<file path="src/rtl/u8sd_pkg.sv">
package u8sd_pkg;

   localparam int CODE_W = 21;
   localparam int BYTE_W = 8;
   localparam int IDX_W  = 1;

   localparam logic [IDX_W-1:0] CSR_FALLBACK = 1'b0;
   localparam logic [IDX_W-1:0] CSR_REPL     = 1'b1;

   localparam logic KIND_PRINT = 1'b0;
   localparam logic KIND_CTRL  = 1'b1;

   localparam logic [CODE_W-1:0] REPL_RESET = 21'd63;

   localparam logic [7:0] CTRL_LIMIT = 8'h20;
   localparam logic [7:0] DEL_BYTE   = 8'h7f;
   localparam logic [7:0] LEAD_MIN   = 8'hc2;
   localparam logic [7:0] LEAD_MAX   = 8'hf4;
   localparam logic [7:0] LEAD_E0    = 8'he0;
   localparam logic [7:0] LEAD_ED    = 8'hed;
   localparam logic [7:0] LEAD_F0    = 8'hf0;
   localparam logic [7:0] LEAD_F4    = 8'hf4;
   localparam logic [7:0] CONT_MIN   = 8'h80;
   localparam logic [7:0] CONT_MAX   = 8'hbf;
   localparam logic [7:0] E0_MIN     = 8'ha0;
   localparam logic [7:0] ED_MAX     = 8'h9f;
   localparam logic [7:0] F0_MIN     = 8'h90;
   localparam logic [7:0] F4_MAX     = 8'h8f;

   typedef struct packed {
      logic take;    // accept a beat that needs no replay
      logic hold;    // accept a beat that breaks the pending sequence
      logic replay;  // emit the pending byte at the replay index
      logic tail;    // emit the result of the held byte
   } cmd_type;

   typedef struct packed {
      logic need_replay;
      logic replay_last;
      logic tail_emits;
      logic out_free;
   } sts_type;

   typedef struct packed {
      logic              emit;
      logic              kind;
      logic [CODE_W-1:0] code;
      logic              lead;
   } idle_res_type;

   // Pending bytes are always 0x80 and above, so only the two wide cases remain
   function automatic logic [CODE_W-1:0] invalid_code(logic [7:0] b, logic fb,
                                                      logic [CODE_W-1:0] repl);
      logic [CODE_W-1:0] res;
      if (fb) begin
         res = {{(CODE_W-BYTE_W){1'b0}}, b};
      end else begin
         res = repl;
      end
      return res;
   endfunction

   function automatic idle_res_type idle_decode(logic [7:0] b, logic fb,
                                                logic [CODE_W-1:0] repl);
      idle_res_type res;
      res.emit = 1'b0;
      res.kind = KIND_PRINT;
      res.code = {{(CODE_W-BYTE_W){1'b0}}, b};
      res.lead = 1'b0;
      if (b < CTRL_LIMIT) begin
         res.emit = 1'b1;
         res.kind = KIND_CTRL;
      end else if (b < DEL_BYTE) begin
         res.emit = 1'b1;
      end else if (b == DEL_BYTE) begin
         res.emit = 1'b0;
      end else if (b >= LEAD_MIN && b <= LEAD_MAX) begin
         res.lead = 1'b1;
      end else begin
         res.emit = 1'b1;
         res.code = invalid_code(b, fb, repl);
      end
      return res;
   endfunction

endpackage

</file>
<file path="src/rtl/u8sd_ctrl.sv">
module u8sd_ctrl (
   input  logic             clock,
   input  logic             reset,
   input  logic             req_valid,
   output logic             req_ready,
   input  u8sd_pkg::sts_type sts,
   output u8sd_pkg::cmd_type cmd
);
   import u8sd_pkg::*;

   typedef enum logic [2:0] {
      ST_TAKE   = 3'b001,
      ST_REPLAY = 3'b010,
      ST_TAIL   = 3'b100
   } state_type;

   state_type state_ff, state_in;

   always_comb begin
      state_in   = state_ff;
      cmd        = '0;
      req_ready  = 1'b0;
      unique case (state_ff)
         ST_TAKE: begin
            req_ready = sts.out_free;
            if (req_valid && sts.out_free) begin
               if (sts.need_replay) begin
                  cmd.hold = 1'b1;
                  state_in = ST_REPLAY;
               end else begin
                  cmd.take = 1'b1;
               end
            end
         end
         ST_REPLAY: begin
            if (sts.out_free) begin
               cmd.replay = 1'b1;
               if (sts.replay_last) begin
                  state_in = sts.tail_emits ? ST_TAIL : ST_TAKE;
               end
            end
         end
         ST_TAIL: begin
            if (sts.out_free) begin
               cmd.tail = 1'b1;
               state_in = ST_TAKE;
            end
         end
         default: begin
            state_in = ST_TAKE;
         end
      endcase
   end

   always_ff @(posedge clock) begin
      if (reset) begin
         state_ff <= ST_TAKE;
      end else begin
         state_ff <= state_in;
      end
   end

endmodule

</file>
<file path="src/rtl/u8sd_dpath.sv">
module u8sd_dpath (
   input  logic                          clock,
   input  logic                          reset,
   input  logic [7:0]                    req_in_byte,
   input  logic                          rsp_ready,
   output logic                          rsp_valid,
   output logic                          rsp_kind,
   output logic [u8sd_pkg::CODE_W-1:0]   rsp_code,
   output logic                          rsp_last,
   input  logic                          csr_valid,
   input  logic [u8sd_pkg::IDX_W-1:0]    csr_index,
   input  logic [u8sd_pkg::CODE_W-1:0]   csr_wdata,
   input  u8sd_pkg::cmd_type             cmd,
   output u8sd_pkg::sts_type             sts
);
   import u8sd_pkg::*;

   logic              fb_ff, fb_in;
   logic [CODE_W-1:0] repl_ff, repl_in;
   logic [1:0]        cnt_ff, cnt_in;
   logic [1:0]        idx_ff, idx_in;
   logic [7:0]        pend_ff [3];
   logic [7:0]        pend_in [3];
   logic [7:0]        held_ff, held_in;
   logic              out_valid_ff, out_valid_in;
   logic              out_kind_ff, out_kind_in;
   logic [CODE_W-1:0] out_code_ff, out_code_in;
   logic              out_last_ff, out_last_in;

   logic [7:0]   b, lead, sec, rep_byte;
   logic         cont, bad3, bad4;
   idle_res_type in_res, held_res;

   assign b        = req_in_byte;
   assign lead     = pend_ff[0];
   assign sec      = pend_ff[1];
   assign cont     = (b[7:6] == 2'b10);
   assign bad3     = (lead == LEAD_E0 && (sec < E0_MIN || sec > CONT_MAX)) ||
                     (lead == LEAD_ED && sec > ED_MAX);
   assign bad4     = (lead == LEAD_F0 && (sec < F0_MIN || sec > CONT_MAX)) ||
                     (lead == LEAD_F4 && (sec < CONT_MIN || sec > F4_MAX));
   assign in_res   = idle_decode(b, fb_ff, repl_ff);
   assign held_res = idle_decode(held_ff, fb_ff, repl_ff);

   always_comb begin
      case (idx_ff)
         2'd0:    rep_byte = pend_ff[0];
         2'd1:    rep_byte = pend_ff[1];
         default: rep_byte = pend_ff[2];
      endcase
   end

   assign sts.out_free    = !out_valid_ff || rsp_ready;
   assign sts.tail_emits  = held_res.emit;
   assign sts.replay_last = (idx_ff == cnt_ff - 2'd1);
   assign sts.need_replay = (cnt_ff != 2'd0) &&
                            (!cont || (cnt_ff == 2'd2 && lead[7:4] == 4'he && bad3) ||
                             (cnt_ff == 2'd3 && bad4));

   always_comb begin
      fb_in        = fb_ff;
      repl_in      = repl_ff;
      cnt_in       = cnt_ff;
      idx_in       = idx_ff;
      pend_in      = pend_ff;
      held_in      = held_ff;
      out_valid_in = out_valid_ff && !rsp_ready;
      out_kind_in  = out_kind_ff;
      out_code_in  = out_code_ff;
      out_last_in  = out_last_ff;

      if (csr_valid) begin
         case (csr_index)
            CSR_FALLBACK: fb_in   = csr_wdata[0];
            CSR_REPL:     repl_in = csr_wdata;
            default:      ;
         endcase
      end

      if (cmd.take) begin
         out_kind_in = KIND_PRINT;
         out_last_in = 1'b1;
         case (cnt_ff)
            2'd0: begin
               out_valid_in = in_res.emit;
               out_kind_in  = in_res.kind;
               out_code_in  = in_res.code;
               if (in_res.lead) begin
                  pend_in[0] = b;
                  cnt_in     = 2'd1;
               end
            end
            2'd1: begin
               if (lead[7:5] == 3'b110) begin
                  out_valid_in = 1'b1;
                  out_code_in  = {10'd0, lead[4:0], b[5:0]};
                  cnt_in       = 2'd0;
               end else begin
                  pend_in[1] = b;
                  cnt_in     = 2'd2;
               end
            end
            2'd2: begin
               if (lead[7:4] == 4'he) begin
                  out_valid_in = 1'b1;
                  out_code_in  = {5'd0, lead[3:0], sec[5:0], b[5:0]};
                  cnt_in       = 2'd0;
               end else begin
                  pend_in[2] = b;
                  cnt_in     = 2'd3;
               end
            end
            default: begin
               out_valid_in = 1'b1;
               out_code_in  = {lead[2:0], sec[5:0], pend_ff[2][5:0], b[5:0]};
               cnt_in       = 2'd0;
            end
         endcase
      end

      // hold the breaking byte until every pending byte has gone out
      if (cmd.hold) begin
         held_in = b;
         idx_in  = 2'd0;
      end

      if (cmd.replay) begin
         out_valid_in = 1'b1;
         out_kind_in  = KIND_PRINT;
         out_code_in  = invalid_code(rep_byte, fb_ff, repl_ff);
         out_last_in  = sts.replay_last && !held_res.emit;
         if (sts.replay_last) begin
            cnt_in = held_res.lead ? 2'd1 : 2'd0;
            if (held_res.lead) begin
               pend_in[0] = held_ff;
            end
         end else begin
            idx_in = idx_ff + 2'd1;
         end
      end

      if (cmd.tail) begin
         out_valid_in = 1'b1;
         out_kind_in  = held_res.kind;
         out_code_in  = held_res.code;
         out_last_in  = 1'b1;
      end
   end

   always_ff @(posedge clock) begin
      if (reset) begin
         fb_ff        <= 1'b0;
         repl_ff      <= REPL_RESET;
         cnt_ff       <= 2'd0;
         out_valid_ff <= 1'b0;
      end else begin
         fb_ff        <= fb_in;
         repl_ff      <= repl_in;
         cnt_ff       <= cnt_in;
         out_valid_ff <= out_valid_in;
      end
   end

   always_ff @(posedge clock) begin
      idx_ff      <= idx_in;
      pend_ff     <= pend_in;
      held_ff     <= held_in;
      out_kind_ff <= out_kind_in;
      out_code_ff <= out_code_in;
      out_last_ff <= out_last_in;
   end

   assign rsp_valid = out_valid_ff;
   assign rsp_kind  = out_kind_ff;
   assign rsp_code  = out_code_ff;
   assign rsp_last  = out_last_ff;

endmodule

</file>
<file path="src/rtl/utf8_stream_decoder_core.sv">
// Results are registered: a result shows in the cycle after its byte is accepted.
// Throughput: one byte per cycle while sequences stay well formed and the output is not stalled.
// A byte that breaks a sequence holds the input while each pending byte is replayed and
// while its own result, if any, goes out; the shared output register sets this.
// Reset (synchronous, active high) empties the pending sequence and the output register
// and restores fallback off and replacement code 63.
module utf8_stream_decoder_core (
   input  logic                          clock,
   input  logic                          reset,
   input  logic                          req_valid,
   output logic                          req_ready,
   input  logic [7:0]                    req_in_byte,
   output logic                          rsp_valid,
   input  logic                          rsp_ready,
   output logic                          rsp_kind,
   output logic [u8sd_pkg::CODE_W-1:0]   rsp_code,
   output logic                          rsp_last,
   input  logic                          csr_valid,
   output logic                          csr_ready,
   input  logic [u8sd_pkg::IDX_W-1:0]    csr_index,
   input  logic [u8sd_pkg::CODE_W-1:0]   csr_wdata
);
   import u8sd_pkg::*;

   cmd_type cmd;
   sts_type sts;

   assign csr_ready = 1'b1;

   u8sd_ctrl u_ctrl (
      .clock     (clock),
      .reset     (reset),
      .req_valid (req_valid),
      .req_ready (req_ready),
      .sts       (sts),
      .cmd       (cmd)
   );

   u8sd_dpath u_dpath (
      .clock       (clock),
      .reset       (reset),
      .req_in_byte (req_in_byte),
      .rsp_ready   (rsp_ready),
      .rsp_valid   (rsp_valid),
      .rsp_kind    (rsp_kind),
      .rsp_code    (rsp_code),
      .rsp_last    (rsp_last),
      .csr_valid   (csr_valid),
      .csr_index   (csr_index),
      .csr_wdata   (csr_wdata),
      .cmd         (cmd),
      .sts         (sts)
   );

endmodule

</file>
<file path="config.mk">
export PLATFORM = sky130hd
export DESIGN_NAME = utf8_stream_decoder_core
export DESIGN_NICKNAME = d
export VERILOG_FILES = /design/src/rtl/u8sd_pkg.sv /design/src/rtl/u8sd_ctrl.sv /design/src/rtl/u8sd_dpath.sv /design/src/rtl/utf8_stream_decoder_core.sv
export SDC_FILE = /design/constraint.sdc
export NUM_CORES = 1
export LEC_CHECK = 0
export BUFFER_PORTS_ARGS = -buffer_cell sky130_fd_sc_hd__clkbuf_2
export CORE_MARGIN = 2
export CORE_UTILIZATION = 51
export CTS_CLUSTER_DIAMETER = 40
export DETAILED_ROUTE_END_ITERATION = 8
export PLACE_DENSITY_LB_ADDON = 0.05
export REMOVE_ABC_BUFFERS = 1
export SYNTH_ARGS = -nofsm -noshare
export SYNTH_HDL_FRONTEND = slang
export SYNTH_SLANG_ARGS = --single-unit
</file>
<file path="constraint.sdc">
create_clock -name clock -period 4.1 [get_ports clock]
set_clock_uncertainty 0.05 [all_clocks]
set_input_delay 0.205 -clock clock [delete_from_list [all_inputs] [get_ports clock]]
set_output_delay 0.205 -clock clock [all_outputs]
set_load 0.05 [all_outputs]
</file>
==> run_results.csv, run 1 <==
group,metric,value,unit
run_status,status,"completed",
timing,period_needed,3.08,ns
routing,wl,12800,µm
routing,vias_per_cell,6.24,
timing,drv_slew,0,
power_and_ir_drop,power.leakage,1.96,nW
global_routing,grt_max_degree,27,
global_routing,track_usage,27.9,%
yosys,yosys.area_share.adder,1.70,%
yosys,avgSynthCellArea,9.38,µm²
timing,worst_slew_pin_slew,1.28,ns
yosys,synth_most_common_cell,"nand2_1",
power_and_ir_drop,max-vdd-ir-drop,0.291,mV
die,row_count,33,
yosys,synthTopCellsByArea,"edfxtp_1 31%, dfxtp_1 18%, nand2_1 7.2%",
routing,drtIter0Drc,462,
power_and_ir_drop,power_density,498,mW/mm²
clock_tree,clkTransAtPathRegs,0.08,ns
timing,relSlewSlack,14.0,%
clock_tree,numCtsBuffers,9,
yosys,ys.flop_type,"edfxtp_1",
routing,drcViolationCount,0,
timing,fin_crit_sh,75.0,%
timing,hold_viol,0,
routing,drtPass1Iterations,6,
worst_setup_path,critPathMaxFanout,26,
yosys,ys_ff_latch,85,
yosys,synth_cells,471,
yosys,synth.mux.area_fraction,2.83,%
timing,rsz0062_at_grt,"no",
hold_path,hold_class,"in2reg",
worst_setup_path,crit_arrival,3.01,ns
yosys,synth-xor-area-share,0.396,%
yosys,yosysWarningCount,0,
global_routing,antenna_found_initial,0,
worst_setup_path,criticalPathCategory,"reg2reg",
timing,hold_ws,0.00403,ns
die,ioPinCount,61,
clock_tree,cts.sinks,85,
die,dieArea,0.00943,mm²
clock_tree,clk_latency,0.37,ns
placed_design,hpwlAfterDp,9070,µm
yosys,synthTopCellsByCount,"85 x nand2_1, 46 x edfxtp_1, 39 x dfxtp_1",
placed_design,gp_congestion,0.942,
timing,fmax,325,MHz
clock_tree,cts_max_level,3,
hold_path,min_path_cells,3,
timing,tns,0,ns
cells_and_area,insertedDiodeCount,0,
cells_and_area,drive_gt1_share,17.5,%
routing,ant_nets,0,
yosys,yosysTopAreaCell,"edfxtp_1",
yosys,ys_types,67,
run,drv_cap,0,
timing,finalSetupViolCount,0,
routing,vias,4014,
worst_setup_path,end_kind,"register",
yosys,ys_async_sr_fraction,0,%
clock_tree,root_buffer,"clkbuf_8",
yosys,synth-compound-area-share,23.6,%
yosys,synth_top_cell_area_share,31.3,%
cells_and_area,fin_nets,574,
routing,wl_per_cell,19.9,µm
die,chipHeight,97.1,µm
placed_design,port_buffers,59,
die,die_width,97.1,µm
yosys,synth-edff-count,46,
worst_setup_path,crit_required,4.03,ns
yosys,synth_area,0.00442,mm²
global_routing,grt_pass1_vias,3868,
cells_and_area,fillCellCount,729,
worst_setup_path,critPathLaunchType,"register",
die,start_util,53.2,%
yosys,synth_top_family_by_area,"compound AO/OA/AOI/OAI gates",
global_routing,grt_first_pass_wirelength,20500,µm
die,fp.coreArea,0.00830,mm²
global_routing,overflow,0,
clock_tree,cts_buffer_depth,2,
yosys,ys_seq_area_share,48.9,%
worst_setup_path,worst_r2r_path_depth,7,
cells_and_area,area_growth,15.5,%
yosys,yosys.area_share.simple,18.1,%
clock_tree,cts_tree,"built",
## layout make-up
cell class / count / area, µm² / share of cell area (%)
clock buffer: 9 / 124 / 2.43
tap: 105 / 131 / 2.57
inverter: 18 / 67.6 / 1.32
timing repair buffer: 76 / 453 / 8.87
multi-input combinational: 343 / 2070 / 40.5
sequential: 85 / 2160 / 42.4
clock inverter: 7 / 96.3 / 1.89
## final timing paths
| kind | from | end | slack, ns |
|---|---|---|---|
| worst max register to register | u_dpath.cnt_ff[0] | u_dpath.rsp_code[6] | 1.02 |
| worst min-delay path | csr_wdata[5] | u_dpath.repl_ff[5] | 0.004 |
| worst min register to register | u_dpath.repl_ff[7] | u_dpath.repl_ff[7] | 0.41 |
| worst max-delay path | u_dpath.cnt_ff[0] | u_dpath.rsp_code[6] | 1.02 |
## worst max-delay path, stage by stage, from the launching register on
cell and delay, ns:
dfxtp_1 0.36, ha_1 0.21, buf_4 0.21, nand3_1 0.11, nor2_1 0.04, a311o_1 0.34
a211o_2 0.43, o21ai_2 0.94
## layout by cell type (no fill, tap or decap), types with 7 or more instances in the layout
master / instances
a21oi_1: 29
a31oi_1: 11
o211ai_1: 19
inv_1: 18
or3_1: 7
clkbuf_2: 59
dlygate4sd3_1: 12
clkbuf_8: 9
dfxtp_1: 39
edfxtp_1: 46
nor3_1: 10
a22oi_1: 8
nor2_1: 30
nand2_1: 85
nand3_1: 9
o21ai_0: 30
mux2i_1: 11
## kinds of logic (layout without fill, tap and decap cells)
| family | after synthesis | after routing |
|---|---|---|
| compound gates | 151 | 151 |
| xor+xnor | 2 | 2 |
| fa+ha+maj | 6 | 6 |
| buf+inv | 43 | 110 |
| flops | 85 | 85 |
| mux | 12 | 12 |
| other cells | 1 | 1 |
| simple gates | 171 | 171 |
## through the flow
stage | power [W] | setup WS [ns] | util (%) | area, µm² | std cells
after floorplan | 0.00165 | 0.412 | - | 4300 | 446
after global placement | 0.00186 | 1.06 | 57.4 | 4760 | 615
after detailed placement | 0.00187 | 0.968 | 57.4 | 4760 | 615
after CTS | 0.00254 | 0.957 | 61.5 | 5100 | 643
after global routing | 0.00265 | 0.865 | 61.5 | 5100 | 643
final | 0.00254 | 1.02 | 61.5 | 5100 | 643
## power breakdown
group          leakage (nW)  internal [W]  switching, W
Sequential            0.754       0.00103      0.000103
Clock                 0.104      0.000345      0.000321
Combinational          1.10      0.000214      0.000525
## sequential cells by signal, summed over array words and instances (netlist names), 3 cells and up
register,count
u_dpath.repl_ff,21
u_dpath.rsp_code,21
u_dpath.held_ff,8
u_dpath.lead,8
u_dpath.pend_ff,8
u_dpath.sec,8
u_ctrl.state_ff,3
## timing repair
item                      4_1_cts  5_1_grt
buffers inserted                0        0
hold buffers                   12        0
hold endpoints to repair       12        0
resized for setup               0        0
## metal layers
layer  part of all wire (%)  wire length, µm  track usage [%]  vias to the layer above
li1                       -                -                -                     1880
met1                     43             5540             40.0                     1872
met2                     44             5660             41.7                      227
met3                    9.0             1150             4.39                       35
met4                    3.3              416             12.5                        0
met5                      0                0                0                        -
(Power assumes the default switching activity.)
==> inputs of run 2 (changes only) <==
Clock period 4.1 ns to 3.1 ns, I/O delays scaled along.
==> run_results.csv, run 2 (synthesis results as in run 1) <==
group,metric,value,unit
power_and_ir_drop,clkPwrFrac,25.5,%
routing,vias_per_cell,6.35,
global_routing,track_usage,29.1,%
global_routing,antenna_found_initial,0,
worst_setup_path,criticalPathCategory,"reg2reg",
timing,hold_ws,0.103,ns
power_and_ir_drop,switching_share,37.5,%
timing,rsz0062_at_grt,"no",
placed_design,place_worst_setup_slack,0.490,ns
worst_setup_path,r2r_end,"u_dpath.pend_ff[2]",
die,chipHeight,97.1,µm
die,ioPinCount,61,
worst_setup_path,crit_family,"compound AO/OA/AOI/OAI gates",
worst_setup_path,slowest_delay,0.59,ns
clock_tree,numCtsBuffers,9,
routing,ant_nets,0,
global_routing,grt_pass1_vias,3949,
clock_tree,cts_buffer_depth,2,
worst_setup_path,crit_arrival,2.67,ns
clock_tree,root_buffer,"clkbuf_8",
clock_tree,cts_setup_buffers,0,
timing,relSlewSlack,20.0,%
hold_path,holdPathEnd,"u_dpath.fb_ff",
timing,worst_slew_pin_slew,1.19,ns
worst_setup_path,critPathMaxFanout,8,
cells_and_area,insertedDiodeCount,0,
routing,drtPass1Iterations,6,
worst_setup_path,cp_slowest_cell,"nor2_1",
clock_tree,clk_latency,0.37,ns
timing,period_needed,2.71,ns
hold_path,hold_start,"csr_valid",
timing,fin_crit_sh,87.6,%
die,row_count,33,
timing,finalSetupViolCount,0,
placed_design,gp_congestion,1.01,
power_and_ir_drop,power.leakage,2.02,nW
cells_and_area,multi_input_area,0.00207,mm²
die,die_width,97.1,µm
global_routing,grt_max_degree,27,
run,drv_cap,0,
cells_and_area,final_cell_mix,"85 x nand2_1, 59 x clkbuf_2, 46 x edfxtp_1",
hold_path,hold_class,"in2reg",
clock_tree,cts.sinks,85,
power_and_ir_drop,max-vdd-ir-drop,0.344,mV
cells_and_area,drive_gt1_share,17.6,%
timing,tns,0,ns
placed_design,dp.cells,619,
clock_tree,cts-hold-fix-buffers,21,
power_and_ir_drop,seq_power_share,44.7,%
power_and_ir_drop,p_sw,0.00127,W
cells_and_area,fillCellCount,720,
cells_and_area,final_common_cell,"nand2_1",
routing,drcViolationCount,0,
worst_setup_path,critPathLaunchType,"register",
clock_tree,cts_tree,"built",
worst_setup_path,worst_r2r_path_depth,5,
global_routing,grt_first_pass_wirelength,21500,µm
routing,vias,4166,
power_and_ir_drop,combPwrFrac,29.9,%
cells_and_area,area.sequential,0.00216,mm²
global_routing,overflow,0,
clock_tree,cts_max_level,3,
routing,drtIter0Drc,447,
clock_tree,clkTransAtPathRegs,0.09,ns
routing,wl,13600,µm
hold_path,min_path_cells,4,
clock_tree,cts_resized,0,
worst_setup_path,crit_chain,"o21ai_0 -> nand4b_1 -> a311o_1 -> a211o_2 -> nor2_1",
cells_and_area,area_growth,18.1,%
placed_design,hpwlAfterDp,9410,µm
timing,fin_ws,0.386,ns
run_status,status,"completed",
die,dieArea,0.00943,mm²
die,start_util,53.2,%
worst_setup_path,reg2reg_from,"u_dpath.sec[5]",
power_and_ir_drop,total_power,0.00340,W
worst_setup_path,crit_required,3.05,ns
die,fp.coreArea,0.00830,mm²
power_and_ir_drop,power_density,651,mW/mm²
placed_design,port_buffers,59,
cells_and_area,fin_nets,587,
cells_and_area,stdcell_count,656,
timing,fmax,368,MHz
worst_setup_path,end_kind,"register",
routing,wl_per_cell,20.7,µm
worst_setup_path,path_buf_inv,0,
timing,hold_viol,0,
worst_setup_path,rrSetupSlack,0.39,ns
power_and_ir_drop,intPower,0.00212,W
timing,drv_slew,0,
-- run 2: cell count changes in the layout (fill, tap and decap cells not counted), sizes merged --
cell         before  now
dlygate4sd3      12   21
buf               5    9
clkinv            1    3
clkinvlp          2    0
clkbuf           68   69
inv              20   19
-- run 2: area by class of cell --
cell class | instances | share of cell area [%]
multi-input combinational | 343 | 39.7
inverter | 18 | 1.29
tap | 105 | 2.52
clock inverter | 6 | 1.65
clock buffer | 10 | 2.45
sequential | 85 | 41.4
timing repair buffer | 89 | 11.0
-- run 2: worst max path at each step --
stage	start	endpoint	cells after the start
4_1_cts	u_dpath.sec[5]	u_dpath.pend_ff[2]	5
3_5_place_dp	u_dpath.sec[5]	u_dpath.pend_ff[3]	5
6_report	u_dpath.sec[5]	u_dpath.pend_ff[2]	5
3_3_place_gp	u_dpath.sec[5]	u_dpath.pend_ff[0]	5
5_1_grt	u_dpath.sec[5]	u_dpath.pend_ff[5]	5
2_1_floorplan	u_dpath.cnt_ff[0]	u_dpath.rsp_code[0]	6
-- run 2: per-stage QoR --
| step | util (%) | instance area (µm²) |
|---|---|---|
| final | 62.9 | 5220 |
| after global routing | 62.9 | 5220 |
| after CTS | 62.9 | 5220 |
| after detailed placement | 57.8 | 4790 |
| after global placement | 57.8 | 4790 |
| after floorplan | - | 4300 |
-- run 2: power by group through the flow --
stage	Clock, W	Combinational (W)	Sequential, W
floorplan	0	0.000441	0.00174
finish	0.000864	0.00101	0.00152
CTS	0.000876	0.000997	0.00151
detailed placement	0	0.000975	0.00154
global placement	0	0.000968	0.00153
global route	0.000919	0.00108	0.00153
-- run 2: layer usage --
metal | wire length (µm) | part of all wire [%] | global-route usage (%)
met1 | 5700 | 42 | 41.8
met2 | 6160 | 45 | 45.1
met3 | 1330 | 9.8 | 5.18
met4 | 361 | 2.7 | 8.56
met5 | 0 | 0 | 0
-- run 2: worst min-delay path: cells and delay by family --
kind / cells / cell delay (ns)
mux: 1 / 0.07
buf+inv: 1 / 0.10
simple gates: 2 / 0.16
==> inputs of run 3 (changes only) <==
Settings changed: CORE_MARGIN 2 to 1, CTS_CLUSTER_DIAMETER 40 to 60.
Clock period 3.1 ns to 3.05 ns, I/O delays scaled along.
==> run_results.csv, run 3 (synthesis results as in run 1) <==
group,metric,value,unit
clock_tree,numCtsBuffers,9,
clock_tree,clk_latency,0.36,ns
timing,fin_crit_sh,87.0,%
hold_path,hold_class,"in2reg",
cells_and_area,fin_util,62.8,%
power_and_ir_drop,power_density,637,mW/mm²
routing,met2_length,6260,µm
timing,period_needed,2.65,ns
global_routing,grt_first_pass_wirelength,20300,µm
clock_tree,clkTransAtPathRegs,0.09,ns
run,drv_cap,0,
clock_tree,cts.sinks,85,
routing,drtIter0Drc,289,
routing,wl_met3,1030,µm
worst_setup_path,crit_required,2.99,ns
die,fp.coreArea,0.00830,mm²
global_routing,grt_pass1_vias,3820,
worst_setup_path,critPathLaunchType,"register",
clock_tree,cts_buffer_depth,2,
timing,worst_slew_pin_slew,1.22,ns
worst_setup_path,critPathMaxFanout,8,
timing,hold_viol,0,
placed_design,port_buffers,59,
routing,wl_per_cell,20.4,µm
die,chipHeight,95.1,µm
timing,finalSetupViolCount,0,
cells_and_area,fin_nets,590,
clock_tree,cts_tree,"built",
global_routing,overflow,0,
cells_and_area,final_cell_mix,"85 x nand2_1, 59 x clkbuf_2, 46 x edfxtp_1",
placed_design,hpwlAfterDp,9500,µm
timing,rsz0062_at_grt,"no",
routing,vias,4140,
clock_tree,root_buffer,"clkbuf_8",
routing,drtPass1Iterations,5,
routing,wl,13400,µm
worst_setup_path,crit_family,"compound AO/OA/AOI/OAI gates",
cells_and_area,drive_gt1_share,17.9,%
routing,drcViolationCount,0,
timing,drv_slew,0,
die,dieArea,0.00904,mm²
timing,hold_ws,0.0700,ns
worst_setup_path,slowest_delay,0.60,ns
run_status,status,"completed",
die,ioPinCount,61,
placed_design,gp_congestion,0.926,
global_routing,track_usage,31.1,%
worst_setup_path,crit_chain,"o21ai_0 -> nand4b_1 -> a311o_1 -> a211o_2 -> nor2_1",
worst_setup_path,criticalPathCategory,"reg2reg",
placed_design,dp.cells,622,
power_and_ir_drop,max-vdd-ir-drop,0.400,mV
worst_setup_path,crit_arrival,2.59,ns
cells_and_area,insertedDiodeCount,0,
timing,fin_ws,0.398,ns
global_routing,grt_max_degree,27,
global_routing,antenna_found_initial,0,
clock_tree,cts_max_level,3,
die,row_count,33,
worst_setup_path,path_buf_inv,0,
worst_setup_path,cp_slowest_cell,"nor2_1",
power_and_ir_drop,power.leakage,2.02,nW
timing,relSlewSlack,18.0,%
power_and_ir_drop,total_power,0.00332,W
cells_and_area,area_growth,18.0,%
die,die_width,95.1,µm
cells_and_area,final_common_cell,"nand2_1",
worst_setup_path,rrSetupSlack,0.40,ns
routing,maxUsedRoutingLayer,"met4",
cells_and_area,stdcell_count,659,
placed_design,place_worst_setup_slack,0.419,ns
routing,wl_met1,5740,µm
clock_tree,cts_setup_buffers,0,
routing,ant_nets,0,
die,start_util,53.2,%
worst_setup_path,end_kind,"register",
routing,vias_per_cell,6.28,
timing,fmax,377,MHz
[run 3: changes by cell type in the layout (fill, tap and decap cells not counted)]
cell / previous run / this run
clkinv_1: 1 / 0
clkinv_4: 1 / 2
clkbuf_1: 1 / 3
buf_4: 9 / 12
bufinv_16: 2 / 0
clkinv_2: 1 / 0
clkbuf_16: 0 / 1
[run 3: layer usage]
metal  vias up  global-route usage (%)
met5         -                       0
met4         0                    12.1
met3        30                    7.10
met2       194                    48.4
met1      2005                    41.9
li1       1911                       -
[run 3: final timing paths]
kind,depth (start not counted),end,start
worst min register to register,2,u_dpath.repl_ff[12],u_dpath.repl_ff[12]
worst max-delay path,5,u_dpath.sec[3],u_dpath.sec[5]
worst min-delay path,1,u_dpath.held_ff[0],req_in_byte[0]
worst max register to register,5,u_dpath.sec[3],u_dpath.sec[5]
[run 3: timing repair]
action,in CTS,in global routing
gates resized for setup,0,0
endpoints found under the hold margin,22,0
hold buffers,21,0
[run 3: worst register-to-register path: cells and delay by family (launching register included)]
family	cells	cell delay, ns
AOI/OAI and AO/OA	3	1.03
DFF	1	0.49
and+or+nand+nor	2	0.72
[run 3: cell type report]
| type | count | area (µm²) |
|---|---|---|
| Sequential cell | 85 | 2160 |
| Clock buffer | 13 | 160 |
| Timing Repair Buffer | 92 | 596 |
| Fill cell | 754 | 3090 |
| Multi-Input combinational cell | 343 | 2070 |
| Clock inverter | 3 | 26.3 |
| Inverter | 18 | 67.6 |
| Tap cell | 105 | 131 |
[run 3: where the power goes]
part | leakage [nW] | switching, W | internal [W] | total, W
logic | 1.18 | 0.000725 | 0.000312 | 0.00104
clock network | 0.0933 | 0.000399 | 0.000353 | 0.000752
registers | 0.754 | 0.000144 | 0.00139 | 0.00153
total | 2.02 | 0.00127 | 0.00205 | 0.00332
[run 3: per-stage QoR]
| step | instance area, µm² | TNS [ns] |
|---|---|---|
| CTS | 5210 | 0 |
| finish | 5210 | 0 |
| detailed placement | 4820 | 0 |
| global route | 5210 | 0 |
| floorplan | 4300 | -13.39 |
| global placement | 4820 | 0 |
